## config.mk

```make
export PLATFORM = sky130hd
export DESIGN_NAME = power_step_event_detector
export DESIGN_NICKNAME = d
export VERILOG_FILES = /design/src/hw/rtl/pse_pkg.sv /design/src/hw/rtl/pse_cell.sv /design/src/hw/rtl/power_step_event_detector.sv
export SDC_FILE = /design/constraint.sdc
export NUM_CORES = 1
export LEC_CHECK = 0
export BUFFER_PORTS_ARGS = -buffer_cell sky130_fd_sc_hd__buf_4
export CORE_UTILIZATION = 65
export CTS_BUF_LIST = sky130_fd_sc_hd__clkbuf_8
export CTS_CLUSTER_DIAMETER = 50
export CTS_CLUSTER_SIZE = 24
export DETAILED_ROUTE_END_ITERATION = 8
export PLACE_DENSITY = 0.83
export RECOVER_POWER = 25
export REMOVE_ABC_BUFFERS = 1
export SLEW_MARGIN = 5
export SYNTH_ARGS = -nofsm -noshare
export SYNTH_HDL_FRONTEND = slang
export SYNTH_SLANG_ARGS = --single-unit
```

## constraint.sdc

```tcl
create_clock -name i_clk -period 24.5 [get_ports i_clk]
set_clock_uncertainty 0.05 [all_clocks]
set_input_delay 0 -clock i_clk [delete_from_list [all_inputs] [get_ports i_clk]]
set_output_delay 0 -clock i_clk [all_outputs]
set_load 0.02 [all_outputs]
```

## src/hw/rtl/pse_pkg.sv

```systemverilog
// Shared types, sizing constants and reset values for the power step event detector.
package pse_pkg;

    // Samples per window (baseline and candidate alike).
    localparam int WINDOW = 16;
    localparam int LOG_W  = $clog2(WINDOW);

    // A window sum is at most WINDOW * 65535.
    localparam int SUM_W  = 16 + LOG_W;
    localparam int FILL_W = $clog2(WINDOW + 1);

    // Divide by WINDOW as a multiply by a rounded-up reciprocal; exact for
    // every dividend below 2**SUM_W.
    localparam int                DIV_K   = SUM_W + LOG_W;
    localparam longint unsigned   DIV_M_L = ((64'd1 << DIV_K) + WINDOW - 1) / WINDOW;
    localparam logic [SUM_W:0]    DIV_M   = DIV_M_L[SUM_W:0];
    localparam int                PROD_W  = 2 * SUM_W + 1;

    // Step threshold after reset: 30 VA in Q12.4.
    localparam logic [15:0] RESET_THR = 16'd480;

    typedef logic [15:0]      t_sample;
    typedef logic [SUM_W-1:0] t_sum;

    typedef struct packed {
        logic [15:0] power_sample;
        logic [31:0] sample_time;
    } t_in_item;

    typedef struct packed {
        logic [31:0] event_time;
        logic [15:0] step_size;
        logic        turned_on;
    } t_out_item;

    // Per-cycle command to every cell of the window line.
    typedef struct packed {
        logic shift_base;
        logic shift_cand;
        logic swap;
    } t_cell_ctl;

    // Confirmed window swap waiting for the threshold check and scaling.
    typedef struct packed {
        logic [31:0] event_time;
        t_sum        diff;
        logic        up;
    } t_event;

endpackage

```

## src/hw/rtl/pse_cell.sv

```systemverilog
// One slot of the window line: a baseline entry and a candidate entry.
module pse_cell (
    input  logic               i_clk,
    input  pse_pkg::t_cell_ctl i_ctl,
    input  pse_pkg::t_sample   i_base,
    input  pse_pkg::t_sample   i_cand,
    output pse_pkg::t_sample   o_base,
    output pse_pkg::t_sample   o_cand
);
    import pse_pkg::*;

    t_sample r_base, n_base;
    t_sample r_cand, n_cand;

    always_comb begin
        n_cand = i_ctl.shift_cand ? i_cand : r_cand;
        // On a swap the freshly shifted candidate entry becomes the baseline entry.
        if (i_ctl.shift_base) begin
            n_base = i_base;
        end else if (i_ctl.swap) begin
            n_base = n_cand;
        end else begin
            n_base = r_base;
        end
    end

    always_ff @(posedge i_clk) begin
        r_base <= n_base;
        r_cand <= n_cand;
    end

    assign o_base = r_base;
    assign o_cand = r_cand;

endmodule

```

## src/hw/rtl/power_step_event_detector.sv

```systemverilog
// Top level of the power step event detector: window line, sums, control and result queue.
//
// The detector takes one power request per clock cycle and reports confirmed
// step changes in mean apparent power. A line of WINDOW cells holds the
// baseline window and the candidate window side by side; a new sample enters
// at cell 0 and the oldest baseline entry leaves at the last cell, so the
// sums are kept with one add and one subtract per sample. Once the baseline
// is full, a sample farther than step_threshold from the baseline mean is
// dropped, its timestamp is latched, and the next WINDOW samples fill the
// candidate window. When that window is full every cell copies its candidate
// entry into its baseline entry in the same cycle, and if the two means differ
// by more than step_threshold one result comes out with the latched time, the
// truncated mean difference and the direction. The sample that completes the
// candidate window latches the sum difference in the event register; it is
// then compared and divided by WINDOW (a multiply by a constant reciprocal)
// into the output register. The input side stalls only when both the event
// register and the output register are full and the output is not taken.
// Write step_threshold only while the block is idle.
module power_step_event_detector (
    input  logic               i_clk,
    input  logic               i_rst_n,
    input  logic               i_in_valid,
    output logic               o_in_ready,
    input  pse_pkg::t_in_item  i_in_data,
    output logic               o_out_valid,
    input  logic               i_out_ready,
    output pse_pkg::t_out_item o_out_data,
    input  logic               i_cfg_valid,
    output logic               o_cfg_ready,
    input  logic [15:0]        i_cfg_data
);
    import pse_pkg::*;

    // Control and sums
    logic              r_confirming, n_confirming;
    logic [FILL_W-1:0] r_fill, n_fill;
    t_sum              r_base_sum, n_base_sum;
    t_sum              r_cand_sum, n_cand_sum;
    t_sum              r_limit, n_limit;
    logic [31:0]       r_pend_time, n_pend_time;

    // Event register and output register
    t_event            r_ev, n_ev;
    logic              r_ev_valid, n_ev_valid;
    t_out_item         r_out, n_out;
    logic              r_out_valid, n_out_valid;

    logic              in_fire;
    logic              out_free;
    logic              ev_move;
    logic              ev_keep;
    logic              full;
    logic              trigger;
    logic              done;
    t_sum              samp_ext;
    t_sum              scaled;
    t_sum              samp_dist;
    t_sum              cand_new;
    t_sum              base_upd;
    logic [FILL_W-1:0] fill_inc;
    logic [PROD_W-1:0] prod;
    t_cell_ctl         cell_ctl;

    t_sample           base_q [0:WINDOW-1];
    t_sample           cand_q [0:WINDOW-2];

    // ------------------------------------------------------------------
    // Handshakes
    // ------------------------------------------------------------------
    assign out_free    = !r_out_valid || i_out_ready;
    assign ev_move     = r_ev_valid && out_free;
    assign o_in_ready  = !r_ev_valid || out_free;
    assign in_fire     = i_in_valid && o_in_ready;
    assign o_cfg_ready = 1'b1;

    // ------------------------------------------------------------------
    // Sample tests and sum updates
    // ------------------------------------------------------------------
    assign samp_ext  = t_sum'(i_in_data.power_sample);
    // Compare on sums: |x*WINDOW - sum| > threshold*WINDOW.
    assign scaled    = samp_ext * t_sum'(WINDOW);
    assign samp_dist = (scaled > r_base_sum) ? (scaled - r_base_sum) : (r_base_sum - scaled);
    assign full      = (r_fill == FILL_W'(WINDOW));
    assign trigger   = !r_confirming && full && (samp_dist > r_limit);
    assign fill_inc  = r_fill + FILL_W'(1);
    assign done      = r_confirming && (fill_inc == FILL_W'(WINDOW));
    assign cand_new  = r_cand_sum + samp_ext;
    // Drop the oldest baseline entry from the sum only once the window is full.
    assign base_upd  = (r_base_sum - (full ? t_sum'(base_q[WINDOW-1]) : '0)) + samp_ext;

    assign cell_ctl.shift_base = in_fire && !r_confirming && !trigger;
    assign cell_ctl.shift_cand = in_fire && r_confirming;
    assign cell_ctl.swap       = in_fire && done;

    // ------------------------------------------------------------------
    // Window line
    // ------------------------------------------------------------------
    for (genvar gi = 0; gi < WINDOW; gi++) begin : g_cell
        if (gi == 0 && WINDOW > 1) begin : g_head
            pse_cell u_cell (
                .i_clk  (i_clk),
                .i_ctl  (cell_ctl),
                .i_base (i_in_data.power_sample),
                .i_cand (i_in_data.power_sample),
                .o_base (base_q[gi]),
                .o_cand (cand_q[gi])
            );
        end else if (gi < WINDOW - 1) begin : g_mid
            pse_cell u_cell (
                .i_clk  (i_clk),
                .i_ctl  (cell_ctl),
                .i_base (base_q[gi-1]),
                .i_cand (cand_q[gi-1]),
                .o_base (base_q[gi]),
                .o_cand (cand_q[gi])
            );
        end else begin : g_tail
            // Tail cell: its baseline entry is the oldest one.
            pse_cell u_cell (
                .i_clk  (i_clk),
                .i_ctl  (cell_ctl),
                .i_base (base_q[gi-1]),
                .i_cand (cand_q[gi-1]),
                .o_base (base_q[gi]),
                .o_cand ()
            );
        end
    end

    // ------------------------------------------------------------------
    // Control next state
    // ------------------------------------------------------------------
    always_comb begin
        n_confirming = r_confirming;
        n_fill       = r_fill;
        n_base_sum   = r_base_sum;
        n_cand_sum   = r_cand_sum;
        n_pend_time  = r_pend_time;
        n_ev         = r_ev;
        n_ev_valid   = r_ev_valid && !ev_move;
        n_limit      = r_limit;

        if (i_cfg_valid && o_cfg_ready) begin
            n_limit = t_sum'(i_cfg_data) * t_sum'(WINDOW);
        end

        if (in_fire) begin
            if (!r_confirming) begin
                if (trigger) begin
                    // Drop the trigger sample, latch its time, open the candidate.
                    n_confirming = 1'b1;
                    n_cand_sum   = '0;
                    n_fill       = '0;
                    n_pend_time  = i_in_data.sample_time;
                end else begin
                    n_base_sum = base_upd;
                    if (!full) begin
                        n_fill = fill_inc;
                    end
                end
            end else if (done) begin
                // Candidate full: it becomes the baseline, queue the comparison.
                n_base_sum      = cand_new;
                n_fill          = FILL_W'(WINDOW);
                n_confirming    = 1'b0;
                n_ev_valid      = 1'b1;
                n_ev.event_time = r_pend_time;
                n_ev.up         = cand_new > r_base_sum;
                n_ev.diff       = (cand_new > r_base_sum) ? (cand_new - r_base_sum)
                                                          : (r_base_sum - cand_new);
            end else begin
                n_cand_sum = cand_new;
                n_fill     = fill_inc;
            end
        end
    end

    // ------------------------------------------------------------------
    // Output stage: threshold check and divide by WINDOW
    // ------------------------------------------------------------------
    assign prod    = PROD_W'(r_ev.diff) * PROD_W'(DIV_M);
    assign ev_keep = r_ev.diff > r_limit;

    always_comb begin
        n_out       = r_out;
        n_out_valid = r_out_valid;
        if (out_free) begin
            n_out_valid = ev_move && ev_keep;
        end
        if (ev_move && ev_keep) begin
            n_out.event_time = r_ev.event_time;
            n_out.step_size  = prod[DIV_K +: 16];
            n_out.turned_on  = r_ev.up;
        end
    end

    assign o_out_valid = r_out_valid;
    assign o_out_data  = r_out;

    // ------------------------------------------------------------------
    // Registers
    // ------------------------------------------------------------------
    always_ff @(posedge i_clk) begin
        if (!i_rst_n) begin
            r_confirming <= 1'b0;
            r_fill       <= '0;
            r_base_sum   <= '0;
            r_cand_sum   <= '0;
            r_pend_time  <= '0;
            r_limit      <= t_sum'(RESET_THR) * t_sum'(WINDOW);
            r_ev_valid   <= 1'b0;
            r_out_valid  <= 1'b0;
        end else begin
            r_confirming <= n_confirming;
            r_fill       <= n_fill;
            r_base_sum   <= n_base_sum;
            r_cand_sum   <= n_cand_sum;
            r_pend_time  <= n_pend_time;
            r_limit      <= n_limit;
            r_ev_valid   <= n_ev_valid;
            r_out_valid  <= n_out_valid;
        end
    end

    always_ff @(posedge i_clk) begin
        r_ev  <= n_ev;
        r_out <= n_out;
    end

    // ------------------------------------------------------------------
    // Assertions
    // ------------------------------------------------------------------
    a_fill_range : assert property (@(posedge i_clk) disable iff (!i_rst_n)
        r_fill <= FILL_W'(WINDOW))
        else $error("fill count beyond window size");

    a_out_from_event : assert property (@(posedge i_clk) disable iff (!i_rst_n)
        $rose(o_out_valid) |-> $past(r_ev_valid))
        else $error("result without a queued event");

    a_swap_queues : assert property (@(posedge i_clk) disable iff (!i_rst_n)
        $fell(r_confirming) |-> r_ev_valid)
        else $error("candidate closed without queueing an event");

    a_stall_cause : assert property (@(posedge i_clk) disable iff (!i_rst_n)
        !o_in_ready |-> (r_ev_valid && r_out_valid))
        else $error("input stalled with free event or output register");

endmodule
```

==> results of run 1 <==
==> stage by stage <==
stage / std cells / total power (uW) / hold slack, ns / setup slack, ns
floorplan: 2919 / 1920 / 0.0486 / 12.99
global placement: 3720 / 2050 / 0.171 / 16.97
detailed placement: 3720 / 2070 / 0.177 / 16.88
CTS: 3907 / 2760 / 0.00405 / 16.84
global route: 3907 / 2890 / 0.0433 / 16.20
finish: 3907 / 2760 / 0.0265 / 16.88
==> final cells by class <==
cell class	count	share of cell area, %
Timing Repair Buffer	228	4.86
Sequential cell	710	49.9
Inverter	139	1.46
Multi-Input combinational cell	2070	38.0
Tap cell	664	2.33
Clock buffer	53	2.05
Clock inverter	43	1.36
==> routing by layer <==
metal / share of wire, % / up-vias / GRT usage (%) / wire length, um
met5: 0 / - / 0 / 0
met4: 3.3 / 0 / 10.4 / 2410
met3: 4.9 / 169 / 3.85 / 3610
met2: 50 / 653 / 50.3 / 37000
met1: 42 / 10900 / 36.4 / 30600
li1: - / 10800 / - / -
==> placed cells by master (no fill, tap or decap), types with 14 or more instances in the layout <==
cell type,n
nand2_1,834
dfxtp_1,352
buf_4,82
nand4_1,29
o211ai_1,14
xnor2_1,33
a21o_1,49
mux2_2,261
nor2_1,115
nand3_1,42
mux2i_1,64
inv_1,141
a31oi_1,20
o21a_1,17
o21bai_1,14
and2_1,22
fa_1,20
a21oi_1,120
a211oi_1,14
dlygate4sd3_1,91
ha_1,141
nor2b_1,18
edfxtp_1,358
clkbuf_8,53
o21ai_0,76
clkbuf_1,55
nor3_1,17
xor2_1,26
==> kinds of logic after synthesis <==
family,count (synthesis),synth area share [%]
mux,326,11.1
flops,710,54.7
fa+ha+maj,161,6.66
other cells,1,0.0115
simple gates,1126,14.3
buf+inv,285,3.73
xor+xnor,59,1.59
compound gates,397,7.96
==> worst register-to-register path, stage by stage (launching register included) <==
cell and delay (ns):
dfxtp_1 0.43, ha_1 0.36, a21o_1 0.22, a21o_1 0.21, a21o_1 0.23, a311o_1 0.31
nand2_1 0.64, mux2_2 0.42, a31oi_1 0.17, xnor2_1 0.17, ha_1 0.31, a2111oi_0 0.38
a31oi_1 0.16, o21ai_2 0.58, and2_4 0.76, buf_4 0.79, buf_4 0.97
==> how the worst max path moves through the flow <==
stage                                           start                                            to  depth (start not counted)
after CTS                 r_base_sum[11]$_SDFFE_PN0P_  g_cell[15].g_tail.u_cell.o_base[8]$_DFFE_PP_                         16
after detailed placement  r_base_sum[11]$_SDFFE_PN0P_   g_cell[10].g_mid.u_cell.o_base[4]$_DFFE_PP_                         16
final                     r_base_sum[17]$_SDFFE_PN0P_    g_cell[3].g_mid.u_cell.o_base[2]$_DFFE_PP_                         16
after global routing       r_base_sum[1]$_SDFFE_PN0P_   g_cell[10].g_mid.u_cell.o_base[8]$_DFFE_PP_                         15
after floorplan           r_base_sum[17]$_SDFFE_PN0P_                   r_base_sum[15]$_SDFFE_PN0P_                         16
after global placement    r_base_sum[11]$_SDFFE_PN0P_   g_cell[10].g_mid.u_cell.o_base[4]$_DFFE_PP_                         16
==> power by group through the flow <==
stage | registers (uW) | clock network, uW | logic (uW)
final | 1430 | 690 | 643
after global placement | 1450 | 0 | 605
after detailed placement | 1450 | 0 | 619
after global routing | 1440 | 742 | 708
after floorplan | 1450 | 0 | 474
after CTS | 1430 | 698 | 636
==> flip-flops by register name, indices dropped and copies added (netlist names) <==
name / flops
r_base_sum: 20
r_confirming: 1
r_ev_valid: 1
r_cand_sum: 20
r_pend_time: 32
r_limit: 16
g_cell.g_mid.u_cell.o_cand: 224
r_fill: 5
g_cell.g_tail.u_cell.o_base: 16
g_cell.g_tail.u_cell.o_cand: 16
g_cell.g_mid.u_cell.o_base: 224
g_cell.g_head.u_cell.o_base: 16
g_cell.g_head.u_cell.o_cand: 16
r_ev: 53
o_out_data: 49
o_out_valid: 1
==> timing repair <==
action / 4_1_cts / 5_1_grt
gates resized for setup: 0 / 0
hold endpoints to repair: 116 / 0
hold buffers: 91 / 0
==> impl_metrics.json, run 1 <==
{
  "drcViolationCount": 0,
  "path_common_cell": "a21o_1",
  "p_per_area_mw_per_mm2": 77.4,
  "rr_worst_depth": 16,
  "grt_max_degree": 110,
  "numCtsBuffers": 52,
  "slew_headroom_pct": -170,
  "grt_usage_pct": 28.7,
  "ys_ff_latch": 710,
  "ys_types": 85,
  "synth_enable_flop_cells": 358,
  "fp-row-count": 81,
  "cp_max_fo": 85,
  "status": "complete, but fails checks",
  "port_buffers": 119,
  "cts.sinks": 710,
  "end_kind": "flip-flop",
  "p_sw_share_pct": 31.5,
  "area_growth_syn_to_layout_pct": 9.61,
  "nets": 3431,
  "antenna_found_initial": 0,
  "holdPathStages": 4,
  "initial_core_util_pct": 66.1,
  "rsz0062_at_grt": "false",
  "gp_congestion": 0.930,
  "cpLargestDelayFamily": "compound AO/OA/AOI/OAI gates",
  "ant_nets": 0,
  "yosys-top-cells-area": "edfxtp_1, dfxtp_1, nand2_1",
  "multi_input_area_mm2": 0.0135,
  "hold_start": "i_in_data[13]",
  "placed_cell_area_mm2": 0.0337,
  "ir_worst_vdd_mv": 0.0627,
  "dp_hpwl_um": 48500,
  "cts_tree": "built",
  "yosys_warnings": 0,
  "synthFlopType": "edfxtp_1",
  "fmax_ghz": 0.131,
  "die_w_um": 226,
  "hold_viol": 0,
  "final_layout_size_suffix_gt1_share_pct": 14.2,
  "yosysMostFrequentCell": "nand2_1",
  "ff_latch_area_mm2": 0.0178,
  "arrival_ns": 7.88,
  "switchingPower_uw": 868,
  "async_reset_ff_share_pct": 0,
  "syn_avg_cell_area_um2": 10.6,
  "syn_inst": 3065,
  "first_global_vias": 22300,
  "dieArea_mm2": 0.0509,
  "grt_pass1_wl_um": 116000,
  "boundaryPins": 121,
  "power.leakage_uw": 0.0149,
  "worst_path_max_delay_cell": "buf_4",
  "period_needed_ns": 7.62,
  "p_clk_share_pct": 25.0,
  "path_clk_slew_ns": 0.15,
  "n_antenna_cell": 0,
  "synth_top_area_share_pct": 33.1,
  "p_seq_share_pct": 51.7,
  "start_kind": "flip-flop",
  "root_buffer": "clkbuf_8",
  "finalMaxSlewViolations": 303,
  "min_path_type": "primary input to flip-flop",
  "postCtsSetupBuffers": 0,
  "worstSetupPathType": "flip-flop to flip-flop",
  "die_h_um": 226,
  "detail_route.wl_per_cell_um": 18.8,
  "insertion_delay_ns": 0.71,
  "fin_util_pct": 72.5,
  "finalSetupViolCount": 0,
  "p_int_uw": 1890,
  "grt-ovfl-total": 0,
  "seq_area_frac_synth_pct": 54.7,
  "r2r-start": "r_base_sum[17]$_SDFFE_PN0P_",
  "yosys.area.top_type": "edfxtp_1",
  "wl_um": 73500,
  "cp_num_buf_inv": 2,
  "holdPathEnd": "r_pend_time[13]$_SDFFE_PN0P_",
  "violations": "max-capacitance violations, max-slew violations",
  "maxCapViolCount": 5,
  "required_ns": 24.76,
  "synth_commonest_cells": "nand2_1, edfxtp_1, dfxtp_1",
  "pwr-share-comb_pct": 23.3,
  "via_count": 22500,
  "nFillCells": 3361,
  "cts_max_level": 2,
  "crit_chain": "ha_1, a21o_1, a21o_1, a21o_1, a311o_1, nand2_1, mux2_2, a31oi_1, xnor2_1, ha_1, a2111oi_0, a31oi_1, o21ai_2, and2_4, buf_4, buf_4",
  "r2r-end": "g_cell[3].g_mid.u_cell.o_base[2]$_DFFE_PP_",
  "stdcell_area_mm2": 0.0356,
  "fin_tns_setup_ns": 0,
  "core_area_mm2": 0.0492,
  "syn_area_mm2": 0.0325,
  "vias_per_cell": 5.77,
  "first_pass_iters": 7,
  "reg2reg_slack_ns": 16.88,
  "cts_buffer_depth": 3,
  "worstMarginPinSlew_ns": 4.05,
  "drt-initial-drc-count": 1859,
  "fin_crit_sh_pct": 31.1,
  "slowest_delay_ns": 0.93
}
Power figures use the tool's default switching activity.
==> inputs of run 2 (changes only) <==
ABC_AREA = 1   (was default)
clock period = 7.1 ns   (was 24.5 ns; I/O delays follow)
==> run 2 against run 1 <==
- the run still ends with max-capacitance violations, max-slew violations left
- clock-buffer cell count is 11 higher
- sequential cell count stayed put
- register-to-register slack worse by 15 ns
- cell count is 30% higher
- sequential power grew to 3.9 times the previous value
- clock power grew to 4.2 times the previous value
- power grew to 4.5 times the previous value
- synthesized cell count is 36% higher
- setup slack worse by 16 ns
- non-clock buffer count is 24 higher
- synthesized area is 6.3% higher
- critical path type is now primary input to flip-flop
- critical endpoint is now r_limit[9]$_SDFFE_PN1P_
- largest power group unchanged
==> impl_metrics.json, run 2 <==
{
  "status": "complete, but fails checks",
  "violations": "max-capacitance violations, max-slew violations",
  "fin_cells": 5070,
  "drt-initial-drc-count": 2815,
  "synthMuxAreaShare_pct": 0,
  "yosys-top-cells-area": "edfxtp_1, dfxtp_1, nand2_1",
  "switchingPower_uw": 4600,
  "finalSetupViolCount": 0,
  "mostFrequentLayoutCell": "nand2_1",
  "nets": 4557,
  "dp_hpwl_um": 59900,
  "die_w_um": 233,
  "first_pass_iters": 6,
  "ys_ff_latch": 710,
  "port_buffers": 119,
  "worstMarginPinSlew_ns": 2.43,
  "required_ns": 7.66,
  "synth_enable_flop_cells": 358,
  "detail_route.wl_per_cell_um": 17.9,
  "cts_tree": "built",
  "yosys_warnings": 0,
  "core_area_mm2": 0.0526,
  "postCtsSetupBuffers": 0,
  "slew_headroom_pct": -62.0,
  "p_sw_share_pct": 37.4,
  "async_reset_ff_share_pct": 0,
  "hold_ws_ns": 0.0527,
  "die_h_um": 233,
  "syn_avg_cell_area_um2": 8.26,
  "ir_worst_vdd_mv": 0.255,
  "syn_inst": 4183,
  "end_kind": "flip-flop",
  "p_clk_share_pct": 23.7,
  "insertion_delay_ns": 0.77,
  "fin_tns_setup_ns": 0,
  "p_seq_share_pct": 45.6,
  "cts_buffer_depth": 3,
  "numCtsBuffers": 61,
  "power.leakage_uw": 0.0172,
  "stdcell_area_mm2": 0.0381,
  "vias_per_cell": 5.53,
  "area_growth_syn_to_layout_pct": 10.4,
  "hold_viol": 0,
  "syn_area_mm2": 0.0346,
  "cp_max_fo": 48,
  "fp-row-count": 84,
  "period_needed_ns": 5.75,
  "grt-ovfl-total": 0,
  "synth_xor_area_share_pct": 1.60,
  "boundaryPins": 121,
  "final_layout_size_suffix_gt1_share_pct": 5.16,
  "grt_max_degree": 257,
  "pwr-share-comb_pct": 30.6,
  "layout_common_cells": "nand2_1, inv_1, o21ai_0, edfxtp_1, dfxtp_1",
  "root_buffer": "clkbuf_8",
  "synthFlopType": "edfxtp_1",
  "finalMaxSlewViolations": 144,
  "p_per_area_mw_per_mm2": 322,
  "p_int_uw": 7690,
  "drcViolationCount": 0,
  "dieArea_mm2": 0.0541,
  "setup_ws_ns": 1.35,
  "fin_crit_sh_pct": 81.0,
  "antenna_found_initial": 3,
  "fmax_ghz": 0.174,
  "grt_pass1_wl_um": 142000,
  "ant_nets": 0,
  "start_kind": "primary input",
  "synth-simple-area-share_pct": 17.5,
  "synth_adder_area_share_pct": 6.26,
  "min_path_type": "primary input to flip-flop",
  "place_ws_ns": 1.69,
  "grt_usage_pct": 33.8,
  "ys_types": 44,
  "synth_top_area_share_pct": 31.1,
  "yosys.area.top_type": "edfxtp_1",
  "synth_top_family_by_area": "simple AND/OR/NAND/NOR gates",
  "maxCapViolCount": 4,
  "synth_commonest_cells": "nand2_1, inv_1, o21ai_0",
  "path_clk_slew_ns": 0.13,
  "gp_congestion": 1.00,
  "synth_compound_area_share_pct": 12.4,
  "initial_core_util_pct": 65.8,
  "via_count": 28000,
  "reg2reg_slack_ns": 1.51,
  "arrival_ns": 6.31,
  "wl_um": 90900,
  "worstSetupPathType": "primary input to flip-flop",
  "placedCellCount": 4838,
  "seq_area_frac_synth_pct": 51.5,
  "cts_max_level": 2,
  "first_global_vias": 26800,
  "cts.sinks": 710,
  "placed_cell_area_mm2": 0.0356,
  "yosysMostFrequentCell": "nand2_1",
  "rsz0062_at_grt": "false"
}
-- run 2: worst paths after layout --
kind              cells past startpoint                                     endpoint                         from
hold / removal                        4                  r_pend_time[5]$_SDFFE_PN0P_                 i_in_data[5]
setup reg to reg                     21  g_cell[8].g_mid.u_cell.o_base[15]$_DFFE_PP_  r_base_sum[10]$_SDFFE_PN0P_
setup / recovery                      8                      r_limit[9]$_SDFFE_PN1P_                      i_rst_n
hold reg to reg                       0                     o_out_data[35]$_DFFE_PP_           r_ev[39]$_DFFE_PP_
-- run 2: layout make-up --
class	instances	area, um^2
tap	688	861
timing repair buffer	252	2050
clock buffer	64	881
sequential	710	17800
inverter	729	2750
clock inverter	52	748
antenna	2	5.00
multi-input combinational	2573	13100
fill	4007	14400
-- run 2: worst max-delay path, stage by stage --
cell and delay (ns):
dlygate4sd3_1 0.52, clkbuf_1 1.63, clkbuf_1 1.83, inv_1 0.52, a21oi_1 0.32, dlygate4sd3_1 0.62, o21ai_0 0.18, dlygate4sd3_1 0.65
-- run 2: kinds of logic (layout without fill, tap and decap cells) --
kind of cell	after synthesis	in the layout
compound gates	836	836
other cells	1	3
buf+inv	900	1097
simple gates	1512	1512
flops	710	710
xor+xnor	63	63
fa+ha+maj	161	161
-- run 2: timing repair --
action / 4_1_cts / 5_1_grt
hold buffers: 114 / 0
gates resized for setup: 0 / 0
hold endpoints to repair: 110 / 0
-- run 2: per-stage QoR --
stage	power [uW]	util (%)
final	12300	72.6
after global routing	13000	72.6
after CTS	12200	73.0
after detailed placement	9260	67.7
after global placement	9170	67.7
after floorplan	8270	-
-- run 2: layer usage --
layer	up-vias	share of wire [%]	global-route usage [%]
met5	-	0.035	0
met3	256	7.2	6.03
met4	4	4.0	13.1
met2	1044	47	55.0
li1	13600	-	-
met1	13100	42	44.9
-- run 2: power by group through the flow --
stage                     logic [uW]  registers (uW)  clock network, uW
after floorplan                 2610            5660                  0
after global placement          3510            5660                  0
after detailed placement        3560            5700                  0
after CTS                       3650            5610               2920
after global routing            4230            5700               3110
final                           3770            5610               2920
